## config.mk

```make
export PLATFORM = sky130hd
export DESIGN_NAME = keypad_datetime_entry_validator_core_flat
export DESIGN_NICKNAME = d
export VERILOG_FILES = /design/src/hw/rtl/kdv_pkg.sv /design/src/hw/rtl/kdv_intf.sv /design/src/hw/rtl/kdv_save_check.sv /design/src/hw/rtl/keypad_datetime_entry_validator_core.sv /design/src/flat_wrapper.sv
export SDC_FILE = /design/constraint.sdc
export NUM_CORES = 1
export LEC_CHECK = 0
export ABC_AREA = 1
export BUFFER_PORTS_ARGS = -buffer_cell sky130_fd_sc_hd__buf_4
export CAP_MARGIN = 25
export CORE_MARGIN = 1
export CORE_UTILIZATION = 55
export CTS_BUF_LIST = sky130_fd_sc_hd__clkbuf_16
export CTS_CLUSTER_DIAMETER = 200
export CTS_CLUSTER_SIZE = 8
export DETAILED_ROUTE_END_ITERATION = 10
export PLACE_DENSITY = 0.8
export SLEW_MARGIN = 20
export SYNTH_ARGS = -nofsm -noshare
export SYNTH_HDL_FRONTEND = slang
export SYNTH_SLANG_ARGS = --single-unit
export TNS_END_PERCENT = 10
```

## constraint.sdc

```tcl
create_clock -name clk_i -period 6.31 [get_ports clk_i]
set_input_delay 0.9465 -clock clk_i [delete_from_list [all_inputs] [get_ports clk_i]]
set_output_delay 0.9465 -clock clk_i [all_outputs]
set_load 0.01 [all_outputs]
```

## src/hw/rtl/kdv_pkg.sv

```systemverilog
`default_nettype none

package kdv_pkg;

  localparam int unsigned DigitCount = 14;
  localparam logic [3:0] EmptyDigit = 4'd15;

  localparam logic [2:0] FieldNone   = 3'd0;
  localparam logic [2:0] FieldYear   = 3'd1;
  localparam logic [2:0] FieldMonth  = 3'd2;
  localparam logic [2:0] FieldDay    = 3'd3;
  localparam logic [2:0] FieldHour   = 3'd4;
  localparam logic [2:0] FieldMinute = 3'd5;
  localparam logic [2:0] FieldSecond = 3'd6;

  typedef enum logic [1:0] {
    ACT_LOAD   = 2'd0,
    ACT_SELECT = 2'd1,
    ACT_KEY    = 2'd2
  } action_e;

  typedef enum logic [2:0] {
    MSG_NONE       = 3'd0,
    MSG_SELECT     = 3'd1,
    MSG_INCOMPLETE = 3'd2,
    MSG_BAD_DATE   = 3'd3,
    MSG_BAD_TIME   = 3'd4,
    MSG_SAVING     = 3'd5
  } msg_e;

  typedef enum logic [1:0] {
    KEY_DIGIT,
    KEY_SAVE,
    KEY_BACK,
    KEY_NONE
  } key_kind_e;

  typedef logic [13:0][3:0] digits_t;

  // Input transaction after the load values have been split into digits.
  typedef struct packed {
    logic [1:0] action;
    logic [2:0] field_select;
    logic [3:0] key_pos;
    digits_t    load_digits;
  } in_item_t;

  typedef struct packed {
    logic [2:0]  status_message;
    logic        write_request;
    logic [11:0] out_year;
    logic [3:0]  out_month;
    logic [4:0]  out_day;
    logic [4:0]  out_hour;
    logic [5:0]  out_minute;
    logic [5:0]  out_second;
    logic [2:0]  current_field;
    logic [55:0] digit_view;
  } out_item_t;

  // Verdict of the save check.
  typedef struct packed {
    logic        ok;
    msg_e        msg;
    logic [11:0] year;
    logic [3:0]  month;
    logic [4:0]  day;
    logic [4:0]  hour;
    logic [5:0]  minute;
    logic [5:0]  second;
  } save_res_t;

  function automatic key_kind_e key_kind(logic [3:0] key);
    case (key) inside
      [4'd0:4'd8], 4'd10: key_kind = KEY_DIGIT;
      4'd9:               key_kind = KEY_SAVE;
      4'd11:              key_kind = KEY_BACK;
      default:            key_kind = KEY_NONE;
    endcase
  endfunction

  // Keypad layout 7 8 9 / 4 5 6 / 1 2 3 / save 0 back.
  function automatic logic [3:0] key_digit(logic [3:0] key);
    case (key)
      4'd0:    key_digit = 4'd7;
      4'd1:    key_digit = 4'd8;
      4'd2:    key_digit = 4'd9;
      4'd3:    key_digit = 4'd4;
      4'd4:    key_digit = 4'd5;
      4'd5:    key_digit = 4'd6;
      4'd6:    key_digit = 4'd1;
      4'd7:    key_digit = 4'd2;
      4'd8:    key_digit = 4'd3;
      default: key_digit = 4'd0;
    endcase
  endfunction

  function automatic logic [3:0] field_start(logic [2:0] field);
    case (field)
      FieldMonth:  field_start = 4'd4;
      FieldDay:    field_start = 4'd6;
      FieldHour:   field_start = 4'd8;
      FieldMinute: field_start = 4'd10;
      FieldSecond: field_start = 4'd12;
      default:     field_start = 4'd0;
    endcase
  endfunction

  function automatic logic [2:0] field_len(logic [2:0] field);
    case (field)
      FieldNone: field_len = 3'd0;
      FieldYear: field_len = 3'd4;
      default:   field_len = 3'd2;
    endcase
  endfunction

  function automatic logic [4:0] month_limit(logic [3:0] month, logic leap);
    case (month) inside
      4'd2:                     month_limit = leap ? 5'd29 : 5'd28;
      4'd4, 4'd6, 4'd9, 4'd11:  month_limit = 5'd30;
      default:                  month_limit = 5'd31;
    endcase
  endfunction

  // Split a 7-bit value into tens and units; tens stays unreduced (up to 12).
  // v / 10 == (v * 103) >> 10 for every v below 170.
  function automatic logic [7:0] split_two(logic [6:0] v);
    logic [16:0] prod;
    logic [3:0]  tens;
    logic [6:0]  units;
    prod  = {10'd0, v} * 17'd103;
    tens  = prod[13:10];
    units = v - 7'({3'd0, tens} * 7'd10);
    split_two = {tens, units[3:0]};
  endfunction

  // Split a 14-bit year into four decimal digits, each modulo 10.
  // Reciprocals are exact over the whole 14-bit range.
  function automatic logic [15:0] split_year(logic [13:0] y);
    logic [28:0] p10;
    logic [28:0] p100;
    logic [28:0] p1000;
    logic [10:0] q10;
    logic [7:0]  q100;
    logic [4:0]  q1000;
    logic [13:0] r1;
    logic [10:0] r10;
    logic [7:0]  r100;
    logic [4:0]  r1000;
    p10   = {15'd0, y} * 29'd13108;
    p100  = {15'd0, y} * 29'd5243;
    p1000 = {15'd0, y} * 29'd16778;
    q10   = p10[27:17];
    q100  = p100[26:19];
    q1000 = p1000[28:24];
    r1    = y - 14'({3'd0, q10} * 14'd10);
    r10   = q10 - 11'({3'd0, q100} * 11'd10);
    r100  = q100 - 8'({3'd0, q1000} * 8'd10);
    r1000 = (q1000 >= 5'd10) ? q1000 - 5'd10 : q1000;
    split_year = {r1000[3:0], r100[3:0], r10[3:0], r1[3:0]};
  endfunction

endpackage

`default_nettype wire

```

## src/hw/rtl/kdv_intf.sv

```systemverilog
`default_nettype none

interface kdv_in_if;
  logic        valid;
  logic        ready;
  logic [1:0]  action;
  logic [2:0]  field_select;
  logic [3:0]  key_pos;
  logic [13:0] load_year;
  logic [6:0]  load_month;
  logic [6:0]  load_day;
  logic [6:0]  load_hour;
  logic [6:0]  load_minute;
  logic [6:0]  load_second;

  modport source (
    output valid, action, field_select, key_pos, load_year, load_month,
           load_day, load_hour, load_minute, load_second,
    input  ready
  );
  modport sink (
    input  valid, action, field_select, key_pos, load_year, load_month,
           load_day, load_hour, load_minute, load_second,
    output ready
  );
endinterface

interface kdv_out_if;
  logic        valid;
  logic        ready;
  logic [2:0]  status_message;
  logic        write_request;
  logic [11:0] out_year;
  logic [3:0]  out_month;
  logic [4:0]  out_day;
  logic [4:0]  out_hour;
  logic [5:0]  out_minute;
  logic [5:0]  out_second;
  logic [2:0]  current_field;
  logic [55:0] digit_view;

  modport source (
    output valid, status_message, write_request, out_year, out_month, out_day,
           out_hour, out_minute, out_second, current_field, digit_view,
    input  ready
  );
  modport sink (
    input  valid, status_message, write_request, out_year, out_month, out_day,
           out_hour, out_minute, out_second, current_field, digit_view,
    output ready
  );
endinterface

`default_nettype wire

```

## src/hw/rtl/kdv_save_check.sv

```systemverilog
`default_nettype none

module kdv_save_check (
  input  var kdv_pkg::digits_t   digits_i,
  output kdv_pkg::save_res_t     res_o
);

  logic        any_empty;
  logic [14:0] year;
  logic [7:0]  month;
  logic [7:0]  day;
  logic [7:0]  hour;
  logic [7:0]  minute;
  logic [7:0]  second;
  logic        leap;
  logic        date_ok;
  logic        time_ok;

  function automatic logic [7:0] two_digits(logic [3:0] hi, logic [3:0] lo);
    two_digits = ({4'd0, hi} * 8'd10) + {4'd0, lo};
  endfunction

  always_comb begin
    any_empty = 1'b0;
    for (int i = 0; i < kdv_pkg::DigitCount; i++) begin
      if (digits_i[i] == kdv_pkg::EmptyDigit) begin
        any_empty = 1'b1;
      end
    end
  end

  assign year = ({11'd0, digits_i[0]} * 15'd1000) + ({11'd0, digits_i[1]} * 15'd100)
              + ({11'd0, digits_i[2]} * 15'd10) + {11'd0, digits_i[3]};
  assign month  = two_digits(digits_i[4], digits_i[5]);
  assign day    = two_digits(digits_i[6], digits_i[7]);
  assign hour   = two_digits(digits_i[8], digits_i[9]);
  assign minute = two_digits(digits_i[10], digits_i[11]);
  assign second = two_digits(digits_i[12], digits_i[13]);

  // Within 2000..2099 the century rule only touches 2000, itself a leap year.
  assign leap = (year[1:0] == 2'b00);

  assign date_ok = (year >= 15'd2000) && (year <= 15'd2099)
                && (month >= 8'd1) && (month <= 8'd12) && (day >= 8'd1)
                && (day <= {3'd0, kdv_pkg::month_limit(month[3:0], leap)});
  assign time_ok = (hour <= 8'd23) && (minute <= 8'd59) && (second <= 8'd59);

  always_comb begin
    res_o = '0;
    if (any_empty) begin
      res_o.msg = kdv_pkg::MSG_INCOMPLETE;
    end else if (!date_ok) begin
      res_o.msg = kdv_pkg::MSG_BAD_DATE;
    end else if (!time_ok) begin
      res_o.msg = kdv_pkg::MSG_BAD_TIME;
    end else begin
      res_o.ok     = 1'b1;
      res_o.msg    = kdv_pkg::MSG_SAVING;
      res_o.year   = year[11:0];
      res_o.month  = month[3:0];
      res_o.day    = day[4:0];
      res_o.hour   = hour[4:0];
      res_o.minute = minute[5:0];
      res_o.second = second[5:0];
    end
  end

endmodule

`default_nettype wire

```

## src/hw/rtl/keypad_datetime_entry_validator_core.sv

```systemverilog
// Keypad date/time entry validator.
// Input channel in_i (sink): one transaction is an action - load a clock reading
// into the 14-digit YYYYMMDDhhmmss buffer, select a field, or press a keypad key
// (digit, backspace or save). Output channel out_o (source): exactly one result
// transaction per input transaction, in order, carrying the status message,
// the write request with validated values on a good save, the selected field
// and the whole digit buffer after the edit.
// A transaction accepted into the input register is processed into the result
// register and offered on out_o from then on. Throughput: one transaction per
// cycle while out_o.ready is high; the edit and save check are one short pass
// between the input and result registers, so the state update sets the rate.
// The load values are split into decimal digits as they enter the input
// register, so the constant multipliers sit ahead of the editing logic.
// Stall: while out_o.valid is high and out_o.ready low the result register holds;
// an empty input register still takes one more transaction, then in_i.ready drops.
// Reset (rst_ni low, asynchronous): every digit becomes empty (15), no field is
// selected, the message is none and both pipeline registers are emptied.
`default_nettype none

module keypad_datetime_entry_validator_core (
  input  wire              clk_i,
  input  wire              rst_ni,
  kdv_in_if.sink           in_i,
  kdv_out_if.source        out_o
);

  // Input stage
  logic               in_valid_q;
  kdv_pkg::in_item_t  in_q;
  kdv_pkg::in_item_t  in_d;
  logic               fire;

  // Editing state
  kdv_pkg::digits_t   digits_q, digits_d;
  logic [2:0]         sel_q, sel_d;
  logic [1:0]         off_q, off_d;
  logic               started_q, started_d;
  kdv_pkg::msg_e      msg_q, msg_d;

  // Result stage
  logic               out_valid_q;
  kdv_pkg::out_item_t out_q, out_d;

  kdv_pkg::save_res_t save_res;
  logic               wr;
  logic [3:0]         fstart;
  logic [2:0]         flen;
  logic [1:0]         off_eff;
  logic [1:0]         off_next;
  logic [3:0]         pos;
  logic [55:0]        view;

  // Split the load values into digits as the transaction enters.
  always_comb begin
    logic [15:0] ysplit;
    logic [7:0]  pair;
    in_d.action       = in_i.action;
    in_d.field_select = in_i.field_select;
    in_d.key_pos      = in_i.key_pos;
    ysplit = kdv_pkg::split_year(in_i.load_year);
    in_d.load_digits[0] = ysplit[15:12];
    in_d.load_digits[1] = ysplit[11:8];
    in_d.load_digits[2] = ysplit[7:4];
    in_d.load_digits[3] = ysplit[3:0];
    pair = kdv_pkg::split_two(in_i.load_month);
    in_d.load_digits[4]  = pair[7:4];
    in_d.load_digits[5]  = pair[3:0];
    pair = kdv_pkg::split_two(in_i.load_day);
    in_d.load_digits[6]  = pair[7:4];
    in_d.load_digits[7]  = pair[3:0];
    pair = kdv_pkg::split_two(in_i.load_hour);
    in_d.load_digits[8]  = pair[7:4];
    in_d.load_digits[9]  = pair[3:0];
    pair = kdv_pkg::split_two(in_i.load_minute);
    in_d.load_digits[10] = pair[7:4];
    in_d.load_digits[11] = pair[3:0];
    pair = kdv_pkg::split_two(in_i.load_second);
    in_d.load_digits[12] = pair[7:4];
    in_d.load_digits[13] = pair[3:0];
  end

  // Advance when the result register is free or being drained.
  assign fire       = in_valid_q && (!out_valid_q || out_o.ready);
  assign in_i.ready = !in_valid_q || fire;

  always_ff @(posedge clk_i or negedge rst_ni) begin
    if (!rst_ni) begin
      in_valid_q <= 1'b0;
    end else if (in_i.ready) begin
      in_valid_q <= in_i.valid;
    end
  end

  always_ff @(posedge clk_i) begin
    if (in_i.valid && in_i.ready) begin
      in_q <= in_d;
    end
  end

  kdv_save_check u_save_check (
    .digits_i (digits_q),
    .res_o    (save_res)
  );

  assign fstart   = kdv_pkg::field_start(sel_q);
  assign flen     = kdv_pkg::field_len(sel_q);
  // A fresh entry starts at the left of the field.
  assign off_eff  = started_q ? off_q : 2'd0;
  assign off_next = off_eff + 2'd1;
  assign pos      = fstart + {2'd0, off_eff};

  always_comb begin
    digits_d  = digits_q;
    sel_d     = sel_q;
    off_d     = off_q;
    started_d = started_q;
    msg_d     = msg_q;
    wr        = 1'b0;
    case (kdv_pkg::action_e'(in_q.action))
      kdv_pkg::ACT_LOAD: begin
        digits_d = in_q.load_digits;
        msg_d    = kdv_pkg::MSG_NONE;
      end
      kdv_pkg::ACT_SELECT: begin
        sel_d     = (in_q.field_select <= kdv_pkg::FieldSecond) ? in_q.field_select
                                                                : kdv_pkg::FieldNone;
        off_d     = 2'd0;
        started_d = 1'b0;
        msg_d     = kdv_pkg::MSG_NONE;
      end
      kdv_pkg::ACT_KEY: begin
        case (kdv_pkg::key_kind(in_q.key_pos))
          kdv_pkg::KEY_SAVE: begin
            msg_d = save_res.msg;
            wr    = save_res.ok;
          end
          kdv_pkg::KEY_BACK: begin
            if (sel_q == kdv_pkg::FieldNone) begin
              msg_d = kdv_pkg::MSG_SELECT;
            end else begin
              for (int i = 0; i < kdv_pkg::DigitCount; i++) begin
                if ((4'(i) >= fstart) && (4'(i) < fstart + {1'b0, flen})) begin
                  digits_d[i] = kdv_pkg::EmptyDigit;
                end
              end
              off_d     = 2'd0;
              started_d = 1'b1;
              msg_d     = kdv_pkg::MSG_NONE;
            end
          end
          kdv_pkg::KEY_DIGIT: begin
            if (sel_q == kdv_pkg::FieldNone) begin
              msg_d = kdv_pkg::MSG_SELECT;
            end else begin
              // First digit of an entry blanks the whole field.
              if (!started_q) begin
                for (int i = 0; i < kdv_pkg::DigitCount; i++) begin
                  if ((4'(i) >= fstart) && (4'(i) < fstart + {1'b0, flen})) begin
                    digits_d[i] = kdv_pkg::EmptyDigit;
                  end
                end
              end
              digits_d[pos] = kdv_pkg::key_digit(in_q.key_pos);
              msg_d         = kdv_pkg::MSG_NONE;
              if ((off_next == 2'd0) || ({1'b0, off_next} >= flen)) begin
                // Field full: move on, dropping the selection after seconds.
                sel_d     = (sel_q == kdv_pkg::FieldSecond) ? kdv_pkg::FieldNone
                                                            : sel_q + 3'd1;
                off_d     = 2'd0;
                started_d = 1'b0;
              end else begin
                off_d     = off_next;
                started_d = 1'b1;
              end
            end
          end
          default: begin
          end
        endcase
      end
      default: begin
      end
    endcase
  end

  always_comb begin
    for (int i = 0; i < kdv_pkg::DigitCount; i++) begin
      view[55 - 4 * i -: 4] = digits_d[i];
    end
  end

  always_comb begin
    out_d                = '0;
    out_d.status_message = msg_d;
    out_d.write_request  = wr;
    out_d.current_field  = sel_d;
    out_d.digit_view     = view;
    if (wr) begin
      out_d.out_year   = save_res.year;
      out_d.out_month  = save_res.month;
      out_d.out_day    = save_res.day;
      out_d.out_hour   = save_res.hour;
      out_d.out_minute = save_res.minute;
      out_d.out_second = save_res.second;
    end
  end

  always_ff @(posedge clk_i or negedge rst_ni) begin
    if (!rst_ni) begin
      digits_q    <= {kdv_pkg::DigitCount{kdv_pkg::EmptyDigit}};
      sel_q       <= kdv_pkg::FieldNone;
      off_q       <= 2'd0;
      started_q   <= 1'b0;
      msg_q       <= kdv_pkg::MSG_NONE;
      out_valid_q <= 1'b0;
    end else begin
      if (fire) begin
        digits_q    <= digits_d;
        sel_q       <= sel_d;
        off_q       <= off_d;
        started_q   <= started_d;
        msg_q       <= msg_d;
        out_valid_q <= 1'b1;
      end else if (out_o.ready) begin
        out_valid_q <= 1'b0;
      end
    end
  end

  // Result payload needs no reset: valid guards it.
  always_ff @(posedge clk_i) begin
    if (fire) begin
      out_q <= out_d;
    end
  end

  assign out_o.valid          = out_valid_q;
  assign out_o.status_message = out_q.status_message;
  assign out_o.write_request  = out_q.write_request;
  assign out_o.out_year       = out_q.out_year;
  assign out_o.out_month      = out_q.out_month;
  assign out_o.out_day        = out_q.out_day;
  assign out_o.out_hour       = out_q.out_hour;
  assign out_o.out_minute     = out_q.out_minute;
  assign out_o.out_second     = out_q.out_second;
  assign out_o.current_field  = out_q.current_field;
  assign out_o.digit_view     = out_q.digit_view;

endmodule

`default_nettype wire

```

## src/flat_wrapper.sv

```systemverilog
// flat-port wrapper written by rule: the top's interface ports become plain ports
module keypad_datetime_entry_validator_core_flat 
  (clk_i, rst_ni, in_i_valid, in_i_action, in_i_field_select, in_i_key_pos, in_i_load_year, in_i_load_month, in_i_load_day, in_i_load_hour, in_i_load_minute, in_i_load_second, in_i_ready, out_o_valid, out_o_status_message, out_o_write_request, out_o_out_year, out_o_out_month, out_o_out_day, out_o_out_hour, out_o_out_minute, out_o_out_second, out_o_current_field, out_o_digit_view, out_o_ready);
  kdv_in_if in_i_i ();
  kdv_out_if out_o_i ();
  input  wire clk_i;
  input  wire rst_ni;
  input wire logic [$bits(in_i_i.valid)-1:0] in_i_valid;
  input wire logic [$bits(in_i_i.action)-1:0] in_i_action;
  input wire logic [$bits(in_i_i.field_select)-1:0] in_i_field_select;
  input wire logic [$bits(in_i_i.key_pos)-1:0] in_i_key_pos;
  input wire logic [$bits(in_i_i.load_year)-1:0] in_i_load_year;
  input wire logic [$bits(in_i_i.load_month)-1:0] in_i_load_month;
  input wire logic [$bits(in_i_i.load_day)-1:0] in_i_load_day;
  input wire logic [$bits(in_i_i.load_hour)-1:0] in_i_load_hour;
  input wire logic [$bits(in_i_i.load_minute)-1:0] in_i_load_minute;
  input wire logic [$bits(in_i_i.load_second)-1:0] in_i_load_second;
  output wire logic [$bits(in_i_i.ready)-1:0] in_i_ready;
  output wire logic [$bits(out_o_i.valid)-1:0] out_o_valid;
  output wire logic [$bits(out_o_i.status_message)-1:0] out_o_status_message;
  output wire logic [$bits(out_o_i.write_request)-1:0] out_o_write_request;
  output wire logic [$bits(out_o_i.out_year)-1:0] out_o_out_year;
  output wire logic [$bits(out_o_i.out_month)-1:0] out_o_out_month;
  output wire logic [$bits(out_o_i.out_day)-1:0] out_o_out_day;
  output wire logic [$bits(out_o_i.out_hour)-1:0] out_o_out_hour;
  output wire logic [$bits(out_o_i.out_minute)-1:0] out_o_out_minute;
  output wire logic [$bits(out_o_i.out_second)-1:0] out_o_out_second;
  output wire logic [$bits(out_o_i.current_field)-1:0] out_o_current_field;
  output wire logic [$bits(out_o_i.digit_view)-1:0] out_o_digit_view;
  input wire logic [$bits(out_o_i.ready)-1:0] out_o_ready;
  assign in_i_i.valid = in_i_valid;
  assign in_i_i.action = in_i_action;
  assign in_i_i.field_select = in_i_field_select;
  assign in_i_i.key_pos = in_i_key_pos;
  assign in_i_i.load_year = in_i_load_year;
  assign in_i_i.load_month = in_i_load_month;
  assign in_i_i.load_day = in_i_load_day;
  assign in_i_i.load_hour = in_i_load_hour;
  assign in_i_i.load_minute = in_i_load_minute;
  assign in_i_i.load_second = in_i_load_second;
  assign in_i_ready = in_i_i.ready;
  assign out_o_valid = out_o_i.valid;
  assign out_o_status_message = out_o_i.status_message;
  assign out_o_write_request = out_o_i.write_request;
  assign out_o_out_year = out_o_i.out_year;
  assign out_o_out_month = out_o_i.out_month;
  assign out_o_out_day = out_o_i.out_day;
  assign out_o_out_hour = out_o_i.out_hour;
  assign out_o_out_minute = out_o_i.out_minute;
  assign out_o_out_second = out_o_i.out_second;
  assign out_o_current_field = out_o_i.current_field;
  assign out_o_digit_view = out_o_i.digit_view;
  assign out_o_i.ready = out_o_ready;
  keypad_datetime_entry_validator_core u_core (.clk_i(clk_i), .rst_ni(rst_ni), .in_i(in_i_i), .out_o(out_o_i));
endmodule
```

==> metrics list <==
- The flow ran to the end, and the final reports show no timing, DRC or antenna violations.
- Start-to-end type of the worst setup path: input port to register
- Slew Viols, Final: 0
- CTS tree: yes
- Cell-by-cell trace of the critical path: buf_4 > ha_1 > ha_1 > ha_1 > inv_1 > fa_1 > fa_1 > inv_1 > ha_1 > ha_1 > nand2_1 > inv_1 > nand3_1 > nor4_1 > nand2_1 > nand3_1 > xor2_1 > inv_1 > fa_1 > xnor2_1 > xnor2_1 > xor2_1 > xor2_1 > xor2_1
* CP Capture Type: register
* Number of core rows: 81
- CTS Root Cell: sky130_fd_sc_hd__clkbuf_16
- Mean Syn Cell Area: 8.60 sq um
- Most frequent cell on the critical path: sky130_fd_sc_hd__ha_1
* Synthesized netlist cell count: 3206
- Setup repair after global routing left no endpoint under its margin.
* Insertion delay of the later-clocked pin in the worst-skew pair: 0.54 ns
- Vias after detailed routing: 22500
- Launching instance or port of the critical path: in_i_load_year[8]
* Maximum count of clock buffers along a single path: 3
* Most area-hungry cell type in the Yosys netlist: sky130_fd_sc_hd__ha_1
* Main area contributors after synthesis: sky130_fd_sc_hd__ha_1, sky130_fd_sc_hd__edfxtp_1, sky130_fd_sc_hd__fa_1, sky130_fd_sc_hd__inv_1, sky130_fd_sc_hd__nand2_1
- When the netlist entered floorplanning its net count stood at 3972.
- After detailed routing, the number of vias per cell comes to 5.50.
- From bottom edge to top edge, the die measures 226 microns.
- Routability-driven placement finished with a final weighted congestion of 0.954.
- Once detail routing completed, the nets flagged for antenna violations numbered 0.
* Worst r2r dst: u_core.out_o.out_day[2]
* Highest fanout seen on the critical path: 9
- Count of boundary I/O pins: 165
- Fill count: 4134
- After floorplanning, the core was sized to cover 49200 sq um.
- Final clock period utilization by the worst path: 93.4%
- Deepest level of the CTS H-tree: 2
- Post-CTS repair changed the size of 0 cells.
- Warnings, synthesis: 0
- STA puts the critical path data arrival time at 6.17 ns.
- For this run the aggregate overflow at the end of global routing stands at 0.
- First drt pass iteration count: 6
- By area, the combinational part of the netlist is dominated by adder cells.
- Width of the die: 226 microns
- Total number of nets in the final design: 4166
- Vias in the first global route: 22000
* Area grow syn2layout: 12.0%
- In this run, synthesis inferred 166 flip-flops with an integrated enable.
* Clk slew on worst S/H paths: 0.05 ns
* Global-route wire length before repair: 113 mm
- On the critical path, the stage with the largest delay is an instance of sky130_fd_sc_hd__fa_1.
- Counting cells, the worst reg-to-reg path comes to 23.
- Post-synthesis adder-cell area fraction: 37.4%
* Static leakage: 16.3 nW
* Endpoints failing hold: 0
- The number of antenna diodes in the final layout is 0.
- Largest clock skew in the final design: 0.0256 ns
- The number of clock buffers added by TritonCTS is 35.
- Input and output buffers added on the ports amount to 164.
- Once the clock tree was built, the setup fixing pass inserted 0 buffers.
- Worst-Margin Slew: 1.03 ns
- Stages on worst setup path: 24
- Sum of buffers and inverters on the critical path: 5
- Fraction of synthesized cell area taken by the top area cell type: 22.8%
* Crit-path leading delay family: adder cells
- Worst hold path class: input port to async pin
* Cell area after synthesis: 27600 sq um
* Origin of the critical flop-to-flop path: u_core.digits_q[3]
- The HPWL after detailed placement is 56.5 mm.
* Clock sink count: 237
* Initial core utilization: 56.1%
- Measured against the total synthesized area, the mux share comes to 0.0363%.
* Share of layout cells above drive strength 1: 10.9%
* Synth Area in Compound Gates: 10.8%
* Setup crit end: u_core.in_q[7]
- The synthesized design contains 237 register bits.
- STA classifies the critical path startpoint as an input port.
- The final layout contains routed wiring with a total length of 70.8 mm.
* Wirelength per Cell: 17.3 microns
- The tool flagged a number of max-cap violations equal to 0.
- Worst slack, placed: -0.0856 ns
* Simple-gate portion of the synthesized area: 14.2%
- IR drop worst, VDD: 690 uV
- Cells fill 62.9% of the core in the end.
- The netlist uses 54 different library cells.
- Xor-xnor portion of the synthesized cell area: 2.76%
* Iteration-0 DRC count of the detailed router: 2026
* Die area: 51000 sq um
* Final Worst Setup Slack: 0.416 ns
- Hold repair after CTS inserted 0 buffers.
- Number of antenna violations at the first check in global routing: 0
- Power per standard cell area: 535 nW/um^2
- Clock period minus final worst setup slack: 5.89 ns
- After synthesis, the share of flip-flops with an asynchronous set or reset is 28.3%.
* Worst Path Required: 6.59 ns
* Pin count of the biggest net entering global routing: 75
- Total track usage: 28.2%
* Max-Slew Margin vs Limit: 31.0%
- Setup violations remaining at the end of the flow were counted as 0.
* Largest incremental delay on the critical path: 0.55 ns
- Register area share after synthesis: 24.7%
- For this run, the leading register cell type out of synthesis is sky130_fd_sc_hd__edfxtp_1.
- Based on the critical path, the design can be clocked at up to 170 MHz.
* DRC: 0
- Across all register-to-register paths, the minimum setup slack is 0.45 ns.
Yosys cell counts (56+ instances only):
master / instances
sky130_fd_sc_hd__inv_1: 652
sky130_fd_sc_hd__nand2_1: 554
sky130_fd_sc_hd__ha_1: 502
sky130_fd_sc_hd__fa_1: 202
sky130_fd_sc_hd__a21oi_1: 187
sky130_fd_sc_hd__edfxtp_1: 166
sky130_fd_sc_hd__o21ai_0: 157
sky130_fd_sc_hd__nor2_1: 143
sky130_fd_sc_hd__nand3_1: 141
sky130_fd_sc_hd__clkbuf_1: 58
sky130_fd_sc_hd__xor2_1: 57
sky130_fd_sc_hd__a22oi_1: 56
sky130_fd_sc_hd__dfstp_2: 56
cells by family (layout without fill, tap and decap cells):
logic type,after synthesis,count (layout)
AOI/OAI and AO/OA,515,515
xor gates and xnor gates,86,86
adders and majority gates,704,704
buffers and inverters,734,955
DFF,237,237
muxes,1,1
and+or+nand+nor,929,929
final cells by class:
cell class                 count  area, sq um  share of cell area (%)
timing repair buffer         232         1750                    5.68
clock buffer                  36          901                    2.92
clock inverter                28          124                   0.401
multi-input combinational   2235        18000                    58.2
inverter                     659         2480                    8.02
sequential                   237         6810                    22.0
tap                          664          831                    2.69
power breakdown:
part           total [mW]  internal, mW  switching (mW)
combinational        11.7          4.49            7.20
sequential           3.09          2.53           0.566
clock                1.74          1.03           0.713
total                16.5          8.04            8.48
flip-flops by register name (all words and copies together), names as in the netlist, 4 cells and up, named ones only:
signal,count
u_core.out_o.out_day,5
u_core.out_o.out_second,6
u_core.out_o.out_hour,5
u_core.out_o.out_year,12
u_core.digits_q,56
u_core.out_o.out_month,4
u_core.out_o.digit_view,56
u_core.out_o.out_minute,6
u_core.in_q,65
through the flow:
step           total power [mW]  hold slack, ns  area (sq um)  std cells  TNS [ns]
2_1_floorplan              11.5           0.471         27600       3206         0
3_3_place_gp               14.3           0.488         29900       4026         0
3_5_place_dp               14.5           0.493         29900       4027   -0.0856
4_1_cts                    16.4           0.336         30900       4091         0
5_1_grt                    18.4           0.358         30900       4091         0
6_report                   16.5           0.346         30900       4091         0
metal layers:
| metal | up-vias | part of all wire (%) | global-route usage [%] |
|---|---|---|---|
| met5 | - | 0 | 0 |
| met4 | 0 | 3.3 | 9.79 |
| met1 | 10500 | 44 | 39.1 |
| met3 | 158 | 8.3 | 4.63 |
| met2 | 885 | 44 | 44.6 |
| li1 | 10900 | - | - |
cells in the final DEF, fill, tap and decap left out, types with 57 or more instances in the layout:
cell type                  count
sky130_fd_sc_hd__a21oi_1     187
sky130_fd_sc_hd__buf_4       231
sky130_fd_sc_hd__edfxtp_1    166
sky130_fd_sc_hd__fa_1        202
sky130_fd_sc_hd__ha_1        501
sky130_fd_sc_hd__inv_1       675
sky130_fd_sc_hd__nand2_1     554
sky130_fd_sc_hd__nand3_1     141
sky130_fd_sc_hd__nor2_1      140
sky130_fd_sc_hd__o21ai_0     157
sky130_fd_sc_hd__xor2_1       57
worst min-delay path by stage:
stage / to / cells past startpoint / start
after floorplan: u_core.msg_q[1] / 2 / u_core.msg_q[1]
after global placement: u_core.off_q[0] / 2 / u_core.off_q[0]
after detailed placement: u_core.off_q[0] / 2 / u_core.off_q[0]
after CTS: u_core.sel_q[0] / 1 / rst_ni
after global routing: u_core.sel_q[0] / 1 / rst_ni
final: u_core.sel_q[0] / 1 / rst_ni
(Power assumes the default switching activity.)
